--- src/rtl/rae_pkg.sv ---
package rae_pkg;

   // Parser position within one packet.
   typedef enum logic [2:0] {
      PH_HEADER,
      PH_TYPE,
      PH_LEN,
      PH_VALUE,
      PH_STOP
   } phase_type;

   // Header size in bytes and its counter width.
   localparam logic [4:0] HEADER_BYTES = 5'd20;

   // Attribute type codes.
   localparam logic [7:0] ATTR_USER_NAME = 8'd1;
   localparam logic [7:0] ATTR_FRAMED_IP = 8'd8;
   localparam logic [7:0] ATTR_CALLING_ID = 8'd31;
   localparam logic [7:0] ATTR_ENDPOINT = 8'd66;

   // Length rules.
   localparam logic [7:0] LEN_MIN = 8'd3;
   localparam logic [7:0] LEN_TLV_HEAD = 8'd2;
   localparam logic [7:0] LEN_FRAMED_IP = 8'd6;
   localparam logic [7:0] LEN_MAC = 8'd14;
   localparam logic [3:0] MAC_LAST_POS = 4'd11;

   // Character constants for MAC formatting.
   localparam logic [7:0] CHAR_UPPER_A = 8'h41;
   localparam logic [7:0] CHAR_UPPER_Z = 8'h5A;
   localparam logic [7:0] CASE_OFFSET = 8'h20;
   localparam logic [7:0] CHAR_COLON = 8'h3A;

   // Result kind codes.
   localparam logic [1:0] KIND_USER = 2'd0;
   localparam logic [1:0] KIND_IPV4 = 2'd1;
   localparam logic [1:0] KIND_MAC = 2'd2;
   localparam logic [1:0] KIND_ENDPOINT = 2'd3;

   // One classified word passed from the parser to the output stage.
   // With colon set it expands to the character followed by a colon.
   typedef struct packed {
      logic       colon;
      logic [1:0] kind;
      logic [7:0] data;
      logic       last;
      logic       bad;
   } cmd_type;

   localparam int CMD_W = $bits(cmd_type);

endpackage

--- src/rtl/rae_front.sv ---
module rae_front (
   input  logic                 clock,
   input  logic                 reset,
   input  logic                 accept,
   input  logic [7:0]           data_byte,
   input  logic                 packet_end,
   output logic                 cmd_valid,
   output rae_pkg::cmd_type     cmd
);

   rae_pkg::phase_type phase_ff, phase_in;
   logic [4:0] header_left_ff, header_left_in;
   logic [7:0] attr_code_ff, attr_code_in;
   logic [7:0] value_left_ff, value_left_in;
   logic [3:0] mac_pos_ff, mac_pos_in;
   logic       emit_ff, emit_in;

   // State register.
   always_ff @(posedge clock) begin
      if (reset) begin
         phase_ff       <= rae_pkg::PH_HEADER;
         header_left_ff <= rae_pkg::HEADER_BYTES;
         attr_code_ff   <= '0;
         value_left_ff  <= '0;
         mac_pos_ff     <= '0;
         emit_ff        <= 1'b0;
      end else begin
         phase_ff       <= phase_in;
         header_left_ff <= header_left_in;
         attr_code_ff   <= attr_code_in;
         value_left_ff  <= value_left_in;
         mac_pos_ff     <= mac_pos_in;
         emit_ff        <= emit_in;
      end
   end

   // Next state and the classified word for the accepted byte.
   always_comb begin
      logic [7:0] left_dec;
      logic       done;
      logic [7:0] lowered;
      logic       colon;
      logic       trunc;

      phase_in       = phase_ff;
      header_left_in = header_left_ff;
      attr_code_in   = attr_code_ff;
      value_left_in  = value_left_ff;
      mac_pos_in     = mac_pos_ff;
      emit_in        = emit_ff;
      cmd_valid      = 1'b0;
      cmd            = '0;

      left_dec = (value_left_ff != 8'd0) ? value_left_ff - 8'd1 : 8'd0;
      done     = (left_dec == 8'd0);
      lowered  = (data_byte >= rae_pkg::CHAR_UPPER_A && data_byte <= rae_pkg::CHAR_UPPER_Z)
                 ? data_byte + rae_pkg::CASE_OFFSET : data_byte;
      colon    = mac_pos_ff[0] && (mac_pos_ff < rae_pkg::MAC_LAST_POS);
      trunc    = packet_end && !done;

      unique case (phase_ff)
         rae_pkg::PH_HEADER: begin
            if (header_left_ff > 5'd1) begin
               header_left_in = header_left_ff - 5'd1;
            end else begin
               header_left_in = '0;
               phase_in       = rae_pkg::PH_TYPE;
            end
         end
         rae_pkg::PH_TYPE: begin
            attr_code_in = data_byte;
            phase_in     = rae_pkg::PH_LEN;
         end
         rae_pkg::PH_LEN: begin
            if (data_byte < rae_pkg::LEN_MIN ||
                (attr_code_ff == rae_pkg::ATTR_FRAMED_IP &&
                 data_byte != rae_pkg::LEN_FRAMED_IP)) begin
               phase_in = rae_pkg::PH_STOP;
            end else begin
               value_left_in = data_byte - rae_pkg::LEN_TLV_HEAD;
               mac_pos_in    = '0;
               emit_in       = (attr_code_ff == rae_pkg::ATTR_USER_NAME) ||
                               (attr_code_ff == rae_pkg::ATTR_FRAMED_IP) ||
                               (attr_code_ff == rae_pkg::ATTR_ENDPOINT) ||
                               (attr_code_ff == rae_pkg::ATTR_CALLING_ID &&
                                data_byte == rae_pkg::LEN_MAC);
               phase_in      = rae_pkg::PH_VALUE;
            end
         end
         rae_pkg::PH_VALUE: begin
            value_left_in = left_dec;
            if (emit_ff) begin
               cmd_valid = 1'b1;
               cmd.bad   = trunc;
               if (attr_code_ff == rae_pkg::ATTR_CALLING_ID) begin
                  cmd.kind   = rae_pkg::KIND_MAC;
                  cmd.data   = lowered;
                  cmd.colon  = colon;
                  cmd.last   = done || trunc;
                  mac_pos_in = mac_pos_ff + 4'd1;
               end else begin
                  cmd.kind = (attr_code_ff == rae_pkg::ATTR_USER_NAME) ? rae_pkg::KIND_USER :
                             (attr_code_ff == rae_pkg::ATTR_FRAMED_IP) ? rae_pkg::KIND_IPV4 :
                             rae_pkg::KIND_ENDPOINT;
                  cmd.data = data_byte;
                  cmd.last = done || trunc;
               end
            end
            if (done) begin
               phase_in = rae_pkg::PH_TYPE;
            end
         end
         rae_pkg::PH_STOP: begin
         end
         default: begin
            phase_in = rae_pkg::PH_STOP;
         end
      endcase

      // The final byte of a packet returns the parser to its idle state.
      if (packet_end) begin
         phase_in       = rae_pkg::PH_HEADER;
         header_left_in = rae_pkg::HEADER_BYTES;
         attr_code_in   = '0;
         value_left_in  = '0;
         mac_pos_in     = '0;
         emit_in        = 1'b0;
      end

      // Nothing changes without an accepted byte.
      if (!accept) begin
         phase_in       = phase_ff;
         header_left_in = header_left_ff;
         attr_code_in   = attr_code_ff;
         value_left_in  = value_left_ff;
         mac_pos_in     = mac_pos_ff;
         emit_in        = emit_ff;
         cmd_valid      = 1'b0;
      end
   end

endmodule

--- src/rtl/rae_fifo.sv ---
module rae_fifo #(
   parameter int DEPTH = 4
) (
   input  logic             clock,
   input  logic             reset,
   input  logic             wr_en,
   input  rae_pkg::cmd_type wr_cmd,
   input  logic             rd_en,
   output rae_pkg::cmd_type rd_cmd,
   output logic             is_empty,
   output logic             is_full
);

   localparam int PTR_W = (DEPTH > 1) ? $clog2(DEPTH) : 1;
   localparam int CNT_W = $clog2(DEPTH + 1);

   rae_pkg::cmd_type   slot_ff [DEPTH];
   logic [PTR_W-1:0]   wr_ptr_ff, wr_ptr_in;
   logic [PTR_W-1:0]   rd_ptr_ff, rd_ptr_in;
   logic [CNT_W-1:0]   count_ff, count_in;

   assign is_empty = (count_ff == '0);
   assign is_full  = (count_ff == CNT_W'(DEPTH));
   assign rd_cmd   = slot_ff[rd_ptr_ff];

   // Pointer and fill count update with wrap at the queue depth.
   always_comb begin
      wr_ptr_in = wr_ptr_ff;
      rd_ptr_in = rd_ptr_ff;
      count_in  = count_ff;
      if (wr_en) begin
         wr_ptr_in = (wr_ptr_ff == PTR_W'(DEPTH - 1)) ? '0 : wr_ptr_ff + 1'b1;
      end
      if (rd_en) begin
         rd_ptr_in = (rd_ptr_ff == PTR_W'(DEPTH - 1)) ? '0 : rd_ptr_ff + 1'b1;
      end
      if (wr_en && !rd_en) begin
         count_in = count_ff + 1'b1;
      end else if (rd_en && !wr_en) begin
         count_in = count_ff - 1'b1;
      end
   end

   always_ff @(posedge clock) begin
      if (reset) begin
         wr_ptr_ff <= '0;
         rd_ptr_ff <= '0;
         count_ff  <= '0;
      end else begin
         wr_ptr_ff <= wr_ptr_in;
         rd_ptr_ff <= rd_ptr_in;
         count_ff  <= count_in;
      end
   end

   // Storage slots carry no reset.
   always_ff @(posedge clock) begin
      if (wr_en) begin
         slot_ff[wr_ptr_ff] <= wr_cmd;
      end
   end

endmodule

--- src/rtl/rae_back.sv ---
module rae_back (
   input  logic             clock,
   input  logic             reset,
   input  logic             q_empty,
   input  rae_pkg::cmd_type q_head,
   output logic             q_pop,
   input  logic             pop,
   output logic             empty,
   output logic [1:0]       attr_kind,
   output logic [7:0]       out_byte,
   output logic             attr_last,
   output logic             attr_bad
);

   logic       valid_ff, valid_in;
   logic       half_ff, half_in;
   logic [1:0] kind_ff, kind_in;
   logic [7:0] byte_ff, byte_in;
   logic       last_ff, last_in;
   logic       bad_ff, bad_in;
   logic       load;

   assign empty     = !valid_ff;
   assign attr_kind = kind_ff;
   assign out_byte  = byte_ff;
   assign attr_last = last_ff;
   assign attr_bad  = bad_ff;

   // The output word register refills when it is free or being taken.
   assign load = !valid_ff || pop;

   // Expand a queued entry into one or two result words.
   always_comb begin
      valid_in = valid_ff;
      half_in  = half_ff;
      kind_in  = kind_ff;
      byte_in  = byte_ff;
      last_in  = last_ff;
      bad_in   = bad_ff;
      q_pop    = 1'b0;
      if (load) begin
         valid_in = !q_empty;
         if (!q_empty) begin
            kind_in = q_head.kind;
            if (q_head.colon && !half_ff) begin
               byte_in = q_head.data;
               last_in = 1'b0;
               bad_in  = 1'b0;
               half_in = 1'b1;
            end else if (q_head.colon) begin
               byte_in = rae_pkg::CHAR_COLON;
               last_in = q_head.last;
               bad_in  = q_head.bad;
               half_in = 1'b0;
               q_pop   = 1'b1;
            end else begin
               byte_in = q_head.data;
               last_in = q_head.last;
               bad_in  = q_head.bad;
               q_pop   = 1'b1;
            end
         end
      end
   end

   always_ff @(posedge clock) begin
      if (reset) begin
         valid_ff <= 1'b0;
         half_ff  <= 1'b0;
      end else begin
         valid_ff <= valid_in;
         half_ff  <= half_in;
      end
   end

   // Result payload carries no reset.
   always_ff @(posedge clock) begin
      kind_ff <= kind_in;
      byte_ff <= byte_in;
      last_ff <= last_in;
      bad_ff  <= bad_in;
   end

endmodule

--- src/rtl/radius_attribute_extractor_top.sv ---
// RADIUS attribute extractor.
// Input channel: one packet byte per word on req_data_byte, with req_packet_end
// high on the final byte of each packet. A word is taken when push is high and
// full is low. The first 20 bytes are skipped as header; the rest is walked as
// type/length/value attributes.
// Result channel: a word is shown while empty is low and taken when pop is high.
// Each word carries the attribute kind, one value byte or MAC character, a last
// flag and a bad flag that marks an attribute cut off by the packet end.
// Each entry passes through the queue and then the result register on its way out.
// Input bytes are taken one per cycle while full is low; a MAC byte that is
// followed by a colon yields two result words, so the sustained rate is set by
// the single result register draining one word per cycle while pop is high.
// A queue of QUEUE_DEPTH words (2 or more) sits between parser and output; full
// rises when it fills, so a stalled receiver stops the input once the queue holds
// that many entries, and no word is lost.
// Reset clears the parser to the start of a packet and empties the queue and
// the result register; full is low in the cycle after reset.
module radius_attribute_extractor_top #(
   parameter int QUEUE_DEPTH = 4
) (
   input  logic       clock,
   input  logic       reset,
   input  logic       push,
   output logic       full,
   input  logic [7:0] req_data_byte,
   input  logic       req_packet_end,
   output logic       empty,
   input  logic       pop,
   output logic [1:0] rsp_attr_kind,
   output logic [7:0] rsp_out_byte,
   output logic       rsp_attr_last,
   output logic       rsp_attr_bad
);

   logic             accept;
   logic             cmd_valid;
   rae_pkg::cmd_type cmd;
   rae_pkg::cmd_type q_head;
   logic             q_empty;
   logic             q_full;
   logic             q_pop;

   assign full   = q_full;
   assign accept = push && !q_full;

   // Parser: classifies each byte and produces at most one queued entry.
   rae_front u_front (
      .clock      (clock),
      .reset      (reset),
      .accept     (accept),
      .data_byte  (req_data_byte),
      .packet_end (req_packet_end),
      .cmd_valid  (cmd_valid),
      .cmd        (cmd)
   );

   // Decoupling queue between parser and output stage.
   rae_fifo #(
      .DEPTH (QUEUE_DEPTH)
   ) u_fifo (
      .clock    (clock),
      .reset    (reset),
      .wr_en    (cmd_valid),
      .wr_cmd   (cmd),
      .rd_en    (q_pop),
      .rd_cmd   (q_head),
      .is_empty (q_empty),
      .is_full  (q_full)
   );

   // Output stage: formats entries into result words.
   rae_back u_back (
      .clock     (clock),
      .reset     (reset),
      .q_empty   (q_empty),
      .q_head    (q_head),
      .q_pop     (q_pop),
      .pop       (pop),
      .empty     (empty),
      .attr_kind (rsp_attr_kind),
      .out_byte  (rsp_out_byte),
      .attr_last (rsp_attr_last),
      .attr_bad  (rsp_attr_bad)
   );

endmodule

--- config.mk ---
export PLATFORM = sky130hd
export DESIGN_NAME = radius_attribute_extractor_top
export DESIGN_NICKNAME = d
export VERILOG_FILES = /design/src/rtl/rae_pkg.sv /design/src/rtl/rae_front.sv /design/src/rtl/rae_fifo.sv /design/src/rtl/rae_back.sv /design/src/rtl/radius_attribute_extractor_top.sv
export SDC_FILE = /design/constraint.sdc
export NUM_CORES = 1
export LEC_CHECK = 0
export BUFFER_PORTS_ARGS = -buffer_cell sky130_fd_sc_hd__buf_2
export CAP_MARGIN = 10
export CORE_MARGIN = 2
export CORE_UTILIZATION = 40
export DETAILED_ROUTE_END_ITERATION = 8
export PLACE_DENSITY_LB_ADDON = 0.3
export SKIP_CTS_REPAIR_TIMING = 1
export SYNTH_ARGS = -nofsm -noshare
export SYNTH_HDL_FRONTEND = slang
export SYNTH_HIERARCHICAL = 1
export SYNTH_SLANG_ARGS = --single-unit
--- constraint.sdc ---
create_clock -name clock -period 2.65 [get_ports clock]
set_input_delay 0 -clock clock [delete_from_list [all_inputs] [get_ports clock]]
set_output_delay 0 -clock clock [all_outputs]
set_load 0.03 [all_outputs]
# Word level (Yosys, flattened, before mapping)
# Memories as Yosys holds them, arrays and structs flattened. A register that Yosys moved wholly into a read port is not among the register bits.
# Cells that the tools add are included.
[totals]
elab_cells = 138
mem_bits_rw = 52
inputBits = 13
out_inout_bits = 14
regBits = 50
memories = 1
[op_classes]
add_sub_neg = 9
n_mux = 47
n_eq_ne = 20
n_reduce_logical = 40
order_cmp = 5
n_bitwise = 1
[mem_list]
columns = ["memory", "words", "width", "rd", "rd_ports_with_merged_regs", "wr", "line_no", "text"]
rows = [
  ["u_fifo.slot_ff", 4, 13, 1, 1, 1, "rae_fifo.sv:17", "rae_pkg::cmd_type slot_ff [DEPTH];"],
]
[ops]
columns = ["cell", "count"]
rows = [
  ["2-to-1 mux 8 bit", 8],
  ["2-to-1 mux 13 bit", 2],
  ["2-to-1 mux 3 bit", 6],
  ["equality test 8 x 4 -> 1 bit, second input constant", 2],
  ["2-to-1 mux 4 bit", 4],
  ["one-hot mux 8 bit (2 select lines)", 1],
  ["2-to-1 mux 5 bit", 3],
  ["one-hot mux 3 bit (5 select lines)", 1],
  ["2-to-1 mux 1 bit", 14],
  ["2-to-1 mux 2 bit", 6],
  ["2-to-1 mux 11 bit", 1],
  ["nonzero test 2 bit", 5],
  ["logical AND 1 bit", 9],
  ["!= test 3 x 2 -> 1 bit, second input constant", 3],
  ["AND reduction 3 bit", 3],
  ["adder 8 x 6 -> 8 bit, second input constant", 1],
  ["equality test 8 x 1 -> 1 bit, second input constant", 1],
  ["equality test 8 x 5 -> 1 bit, second input constant", 1],
  ["equality test 8 x 7 -> 1 bit, second input constant", 1],
  [">= comparator 8 x 7 -> 1 bit, second input constant", 1],
  ["less-or-equal comparator 8 x 7 -> 1 bit, second input constant", 1],
  ["zero test 8 bit", 1],
  ["less-than comparator 8 x 2 -> 1 bit, second input constant", 1],
  ["!= test 8 x 3 -> 1 bit, second input constant", 1],
  ["25 further kinds", 45],
]

# Depth between registers and ports, before layout
# Gate-level depths: netlist of run 1.
[depth]
depth_word = 9
mapped_depth = 11

# Hierarchy
# The synthesis of run 1 kept the hierarchy.
[modules_own_cells]
columns = ["module", "cells_each", "seq_area_each_um2", "instances", "area_each_um2"]
rows = [
  ["rae_fifo", 111, 1741.7, 1, 2322.2],
  ["rae_front", 274, 580.6, 1, 2220.9],
  ["rae_back", 36, 400.4, 1, 531.8],
  ["radius_attribute_extractor_top", 1, 0.0, 1, 13.8],
]

# Worst setup path after synthesis of run 1
# Ideal clock, no wire load.
[synth_timing]
path_type = "register to register"
from = "register u_fifo.count_ff[1]"
to = "register u_fifo.count_ff[2]"
setup_slack_ps = -109
stages_incl_launch_ff = 11
arrival_time_ps = 2689
path_buffers = 1
cell_sequence = "dfxtp_1 -> nor3b_1 -> nor2b_4 -> clkbuf_1 -> and3_1 -> ha_1 -> inv_1 -> fa_1 -> xor2_1 -> or3_1 -> a21oi_1"
[synth_between]
elab_chain_cells = 7
[synth_lines]
columns = ["item", "line_no", "text"]
rows = [
  ["start, declared", "rae_fifo.sv:20", "logic [CNT_W-1:0] count_ff, count_in;"],
  ["start signal, assigned", "rae_fifo.sv:52", "count_ff <= count_in;"],
  ["equality test 3 bit (*)", "rae_fifo.sv:23", "assign is_full = (count_ff == CNT_W'(DEPTH));"],
  ["via full", "radius_attribute_extractor_top.sv:24", "output logic full,"],
  ["zero test 1 bit (*)", "radius_attribute_extractor_top.sv:44", "assign accept = push && !q_full;"],
  ["logical AND 1 bit (*)", "radius_attribute_extractor_top.sv:44", ""],
  ["via accept", "radius_attribute_extractor_top.sv:35", "logic accept;"],
  ["2-to-1 mux 1 bit (*)", "rae_front.sv:131", "if (!accept) begin"],
  ["via cmd_valid", "radius_attribute_extractor_top.sv:36", "logic cmd_valid;"],
  ["zero test 1 bit", "rae_fifo.sv:39", "end else if (rd_en && !wr_en) begin"],
  ["logical AND 1 bit", "rae_fifo.sv:39", ""],
  ["nonzero test 2 bit (no line)", "-", ""],
]
# Mark *: on every way through the listed nets, which the timed path passes. The rest lies on a longest branch. The select of a mux whose other input is x is not followed.
# A chain may end at the register's enable or synchronous reset.

# Worst setup path after layout of run 1
[layout_timing]
from = "register u_fifo.count_ff[1]"
to = "register u_fifo.count_ff[2]"
[layout_rtl]
columns = ["item", "line_no", "text"]
rows = [
  ["zero test 3 bit (*)", "rae_fifo.sv:22", "assign is_empty = (count_ff == '0);"],
  ["via q_empty", "radius_attribute_extractor_top.sv:39", "logic q_empty;"],
  ["2-to-1 mux 1 bit (*)", "rae_back.sv:43", "if (!q_empty) begin"],
  ["2-to-1 mux 1 bit (*)", "rae_back.sv:41", "if (load) begin"],
  ["via q_pop", "radius_attribute_extractor_top.sv:41", "logic q_pop;"],
  ["zero test 1 bit", "rae_fifo.sv:37", "if (wr_en && !rd_en) begin"],
  ["logical AND 1 bit", "rae_fifo.sv:37", ""],
  ["2-to-1 mux 3 bit or nonzero test 2 bit (tied branches)", "-", ""],
]
# Marks and branches as above.

==> results of run 1 <==
## where the power goes
part	total [W]	switching, W	leakage, nW	internal, W
sequential	0.00172	0.0000117	0.930	0.00170
combinational	0.000153	0.0000948	0.991	0.0000581
clock	0.00127	0.000615	0.139	0.000657
total	0.00314	0.000721	2.06	0.00242
## routing by layer
layer,share of wire,global-route usage
met5,0,0
met4,0.014,0.0486
met2,0.51,0.275
met3,0.028,0.0345
met1,0.44,0.192
## kinds of logic (layout without fill, tap and decap cells)
logic type | count (synthesis) | in the layout | share of synthesized area
simple gates | 141 | 141 | 0.158
flops | 104 | 104 | 0.535
compound gates | 82 | 82 | 0.113
buf+inv | 44 | 76 | 0.0526
mux | 26 | 26 | 0.0853
fa+ha+maj | 16 | 16 | 0.0408
xor+xnor | 9 | 9 | 0.0155
## registers in the layout (all words and copies together), names as in the netlist, 2 cells and up, named ones only
name and count:
u_front/mac_pos_ff 4, u_front/header_left_ff 5, u_fifo/count_ff 3, u_front/value_left_ff 8, u_back/attr_kind 2, u_fifo/wr_ptr_ff 2, u_fifo/rd_ptr_ff 2, u_back/out_byte 8
u_front/phase_ff 3, u_fifo/slot_ff 52, u_front/attr_code_ff 8
## cell type report
cell class | instances | share of cell area
Multi-Input combinational cell | 274 | 0.373
Clock inverter | 7 | 0.0111
Sequential cell | 104 | 0.483
Inverter | 22 | 0.0147
Clock buffer | 9 | 0.0400
Tap cell | 172 | 0.0382
Timing Repair Buffer | 38 | 0.0395
## through the flow
step / setup WS (ps) / hold WS, ps / power (W) / utilization / instance area [µm²]
floorplan: 233 / 69.1 / 0.00187 / - / 5090
global placement: 395 / 301 / 0.00190 / 0.426 / 5340
detailed placement: 264 / 301 / 0.00190 / 0.426 / 5340
CTS: 251 / -72.4 / 0.00318 / 0.449 / 5620
global route: 153 / 1.19 / 0.00326 / 0.450 / 5630
finish: 244 / -30.9 / 0.00314 / 0.450 / 5630
## worst max path at each step
stage / from / endpoint / slack [ps] / cells past startpoint
after floorplan: u_fifo/count_ff[0]$_SDFFE_PP0P_ / u_fifo/count_ff[2]$_SDFFE_PP0P_ / 230 / 10
after global placement: u_fifo/count_ff[1]$_SDFFE_PP0P_ / u_fifo/count_ff[2]$_SDFFE_PP0P_ / 390 / 10
after detailed placement: u_fifo/count_ff[0]$_SDFFE_PP0P_ / u_fifo/count_ff[2]$_SDFFE_PP0P_ / 260 / 10
after CTS: u_fifo/count_ff[1]$_SDFFE_PP0P_ / u_fifo/count_ff[2]$_SDFFE_PP0P_ / 250 / 10
after global routing: u_fifo/count_ff[1]$_SDFFE_PP0P_ / u_fifo/count_ff[2]$_SDFFE_PP0P_ / 150 / 10
final: u_fifo/count_ff[1]$_SDFFE_PP0P_ / u_fifo/count_ff[2]$_SDFFE_PP0P_ / 240 / 10
## worst max-delay path: stages, from the launching register on
cell     delay, ps
dfxtp_1        370
nor3_1         350
nor2_1         110
and2_1         190
inv_1           90
ha_1           180
inv_1           70
fa_1           380
xor2_1         150
or3_1          310
a21oi_1        140
## cell usage in the layout (no fill, tap or decap), types with 3 or more instances in the layout
cell,n
inv_8,3
dfxtp_1,40
a21oi_2,3
a211oi_1,3
and3_1,5
a2bb2oi_1,3
buf_2,26
edfxtp_1,64
buf_4,11
xor2_1,6
or3_1,8
nor4_1,6
a211o_1,5
mux4_2,10
mux4_1,3
inv_1,22
xnor2_1,3
a21o_1,3
o21ai_0,11
nor3_1,7
o21ai_1,3
nand2b_1,10
a21oi_1,26
nor3b_1,6
mux2i_1,13
ha_1,15
nand2_1,19
and2_1,12
clkbuf_16,9
nor2_1,36
a31oi_1,3
nand3_1,6
==> reports/results.txt, run 1 <==
grt total ovfl - 0
worst vdd ir - 0.267 mV
status - finished with violations
Hold Crit Endpoint - u_front/attr_code_ff[2]$_SDFFE_PP0P_
Period minus WS final - 2410 ps
EDFF count, synth - 64
Worst-Skew Late Latency - 340 ps
top cells by area, synth - edfxtp_1, dfxtp_1, mux4_2, ha_1, nor2_1
max_slew headroom - 0.587
first-pass GRT wire length - 16200 µm
area of the mapped netlist - 5090 µm²
# rows - 41
WS Path Type - register to register
setup TNS - 0 ps
area leader, netlist - edfxtp_1
R2R depth - 10
final worst path period share - 0.908
post-synthesis cell count - 422
Worst setup EP type - register
hold_sp - req_data_byte[2]
R2R Setup Slk - 240 ps
worst path required time - 2920 ps
GRT Overall Usage - 0.156
Port Buf Inserts - 26
LEAKAGE - 2.06 nW
clock buffer depth - 2
DR iter-0 viols - 239
routability cong. - 0.845
initial core utilization - 0.407
CTS Buf Count - 9
Finished Layout Cells - 626
sequential element share of the synthesized area - 0.535
RSZ-0062 raised after global routing - no
Layout Skew - 6.68 ps
ANT nets after route - 0
area of the multi-input gates - 2100 µm²
routed vias - 3312
Worst Tran Pin Value - 618 ps
DRT Pass-1 Iters - 4
maxcap violations - 0
# DRC - 0
largest net degree at the start of global routing - 28
top post-synthesis cells by count - edfxtp_1, dfxtp_1, nor2_1
P&R area growth vs syn - 10.7%
Slew Limit Fails - 0
FILL cells - 1202
DR WL/cell - 15.8 µm
hold crit path type - primary input to register
Synth top area share - 0.378
Synth Register Bits - 104
worst reg2reg path endpoint - u_fifo/count_ff[2]$_SDFFE_PP0P_
I/O Pins - 27
WP data arrival - 2680 ps
diode count - 0
Worst Path Max Fanout - 4
CTS Root Cell - clkbuf_16
async set or reset register ratio after synthesis - 0
RR Startpoint - u_fifo/count_ff[1]$_SDFFE_PP0P_
Post-Syn Nets - 451
core area - 12500 µm²
count leader, synth - edfxtp_1
fmax - 416 MHz
dpl hpwl - 6840 µm
Cells on Worst Hold Path - 3
CTS tree - done
Final Net Count - 478
Yosys cell types - 69
Synth Area per Inst - 12.1 µm²
H-tree levels - 3
initial antenna violation count - 0
ys flop type - edfxtp_1
vias in the first global route - 3226
Die ar. - 13600 µm²
startpoint types - register
die height - 117 µm
P per Cell Area - 557 nW/µm²
failing checks - hold timing
layout cells sized above 1 - 0.174
Worst-path clk slew - 70 ps
Die X-Extent - 117 µm
total clock sinks - 104
final setup fails - 0
via/cell ratio - 5.29
DRT Wirelength - 9870 µm
WHS - -30.9 ps
dpl cells - 609
synth warn - 6
final hold viol count - 1
register area - 2720 µm²
Power figures use the tool's default switching activity.
==> run 2, diff against run 1 <==
--- a/config.mk
+++ b/config.mk
@@ -8,9 +8,10 @@
 export BUFFER_PORTS_ARGS = -buffer_cell sky130_fd_sc_hd__buf_2
 export CAP_MARGIN = 10
 export CORE_MARGIN = 2
-export CORE_UTILIZATION = 40
+export CORE_UTILIZATION = 45
 export DETAILED_ROUTE_END_ITERATION = 8
 export PLACE_DENSITY_LB_ADDON = 0.3
+export SETUP_SLACK_MARGIN = 0.5
 export SKIP_CTS_REPAIR_TIMING = 1
 export SYNTH_ARGS = -nofsm -noshare
 export SYNTH_HDL_FRONTEND = slang
==> run 2 against run 1 <==
Net effect: the flow still finishes with violations (hold timing); total power is 4.3% higher; global-route usage is 2.3 points higher; combinational power is 13% higher; clock-buffer cell count stayed put; clock power is 9% higher; die area is 11% lower; via count is 4.0% higher; cell area is 3.6% higher; first-iteration DRC count is 30% lower; clock skew is 11 ps higher.
==> reports/results.txt, run 2 (synthesized netlist as in run 1, its figures left out) <==
routability cong. - 0.849
Layout Skew - 17.3 ps
WL met1 - 4460 µm
first-pass GRT wire length - 16500 µm
Port Buf Inserts - 26
Finished Layout Cells - 606
worst vdd ir - 0.303 mV
layout cells sized above 1 - 0.249
CP max-delay cell - mux4_2
setup TNS - 0 ps
most frequent cells in the layout - edfxtp_1, nor2_1, dfxtp_1
worst path required time - 2930 ps
GRT Overall Usage - 0.179
met2 wire len - 5510 µm
P per Cell Area - 561 nW/µm²
die height - 110 µm
I/O Pins - 27
CTS Buf Count - 9
ANT nets after route - 0
grt total ovfl - 0
maxcap violations - 0
LEAKAGE - 2.14 nW
Die ar. - 12200 µm²
DR iter-0 viols - 167
clock buffer depth - 2
diode count - 0
H-tree levels - 3
RSZ-0062 raised after global routing - yes
Crit path largest cell delay - 370 ps
failing checks - hold timing
CTS Root Cell - clkbuf_16
WS Path Type - register to register
final setup fails - 0
via/cell ratio - 5.68
DRT Wirelength - 10700 µm
WHS - -11.1 ps
# DRC - 0
fmax - 460 MHz
P&R area growth vs syn - 14.7%
final worst path period share - 0.821
R2R Setup Slk - 470 ps
Cells on Worst Hold Path - 3
post-route cell area - 5840 µm²
status - finished with violations
Final Net Count - 490
DR WL/cell - 17.6 µm
total clock sinks - 104
hold_sp - req_data_byte[2]
WP data arrival - 2450 ps
Worst setup EP type - register
area of the multi-input gates - 2210 µm²
dpl cells - 578
top register by number of flip-flops - u_fifo/slot_ff
Reg power frac - 0.523
fin util - 0.534
Worst Tran Pin Value - 689 ps
CTS tree - done
internal power - 0.00253 W
CP bufs+invs - 2
max_slew headroom - 0.537
final hold viol count - 2
CP top delay family - simple AND/OR/NAND/NOR gates
Clock power frac - 0.424
Worst-Skew Late Latency - 340 ps
vias in the first global route - 3328
dpl hpwl - 7220 µm
routed vias - 3445
commonest non-fill, non-tap cell in the layout - edfxtp_1
register area - 2740 µm²
Worst-path clk slew - 80 ps
DRT Pass-1 Iters - 4
largest net degree at the start of global routing - 21
Post-DP Area - 5340 µm²
met3 routed WL - 496 µm
Worst Path Max Fanout - 3
Switching Share - 0.228
initial antenna violation count - 0
Cell Chain, Critical Path - mux4_2, nand2b_4, and2_4, inv_4, ha_4, inv_2, fa_2, xor2_1, or3_1, a21oi_1
Period minus WS final - 2180 ps
worst reg2reg path endpoint - u_fifo/count_ff[2]$_SDFFE_PP0P_
combinational power share - 0.053
Psw - 0.000746 W
startpoint types - register
# rows - 38
Largest register FFs - 52
highest routed layer - met4
R2R depth - 10
Die X-Extent - 110 µm
initial core utilization - 0.465
Slew Limit Fails - 0
core area - 10900 µm²
FILL cells - 965
Hold Crit Endpoint - u_front/attr_code_ff[2]$_SDFFE_PP0P_
hold crit path type - primary input to register
[run 2: cell count changes in the layout (fill, tap and decap cells not counted), moves of 3 or more]
cell	change
buf_4	+9
dfxtp_2	+5
dfxtp_1	-7
inv_1	-4
inv_2	+3
inv_8	-3
[run 2: final cells by class]
class                      count  area share
clock buffer                   9      0.0386
clock inverter                 7      0.0167
inverter                      22      0.0146
multi-input combinational    276       0.378
sequential                   104       0.469
tap                          140      0.0300
timing repair buffer          48      0.0532
[run 2: worst min-delay path, delay by kind of cell]
kind / cells / cell delay, ps
buffers and inverters: 1 / 140
multiplexers: 1 / 80
AND/OR/NAND/NOR: 1 / 70
[run 2: worst max path at each step]
stage	startpoint	end	slack (ps)	depth (start not counted)
floorplan	register	u_fifo/count_ff[2]$_SDFFE_PP0P_	420	11
global placement	u_fifo/count_ff[0]$_SDFFE_PP0P_	u_fifo/count_ff[2]$_SDFFE_PP0P_	490	9
detailed placement	u_fifo/count_ff[0]$_SDFFE_PP0P_	u_fifo/count_ff[2]$_SDFFE_PP0P_	410	9
CTS	u_fifo/count_ff[0]$_SDFFE_PP0P_	u_fifo/count_ff[2]$_SDFFE_PP0P_	400	9
global route	register	u_fifo/count_ff[2]$_SDFFE_PP0P_	390	10
finish	register	u_fifo/count_ff[2]$_SDFFE_PP0P_	470	10
[run 2: routing by layer]
layer,vias up,GRT usage
met5,-,0
met4,0,0.0580
met3,13,0.0341
met2,88,0.316
met1,1689,0.221
li1,1655,-
[run 2: power by group through the flow]
stage / combinational (W) / clock (W) / sequential (W)
finish: 0.000173 / 0.00139 / 0.00171
CTS: 0.000155 / 0.00142 / 0.00171
detailed placement: 0.000154 / 0 / 0.00175
global placement: 0.000152 / 0 / 0.00175
global route: 0.000191 / 0.00149 / 0.00171
floorplan: 0.000123 / 0 / 0.00175
[run 2: through the flow]
| stage | worst slack, ps | total power [W] | hold slack (ps) |
|---|---|---|---|
| after floorplan | 419 | 0.00187 | 69.1 |
| after detailed placement | 408 | 0.00190 | 306 |
| after global placement | 490 | 0.00190 | 306 |
| after CTS | 397 | 0.00329 | -56.4 |
| final | 474 | 0.00328 | -11.1 |
| after global routing | 386 | 0.00339 | 12.2 |
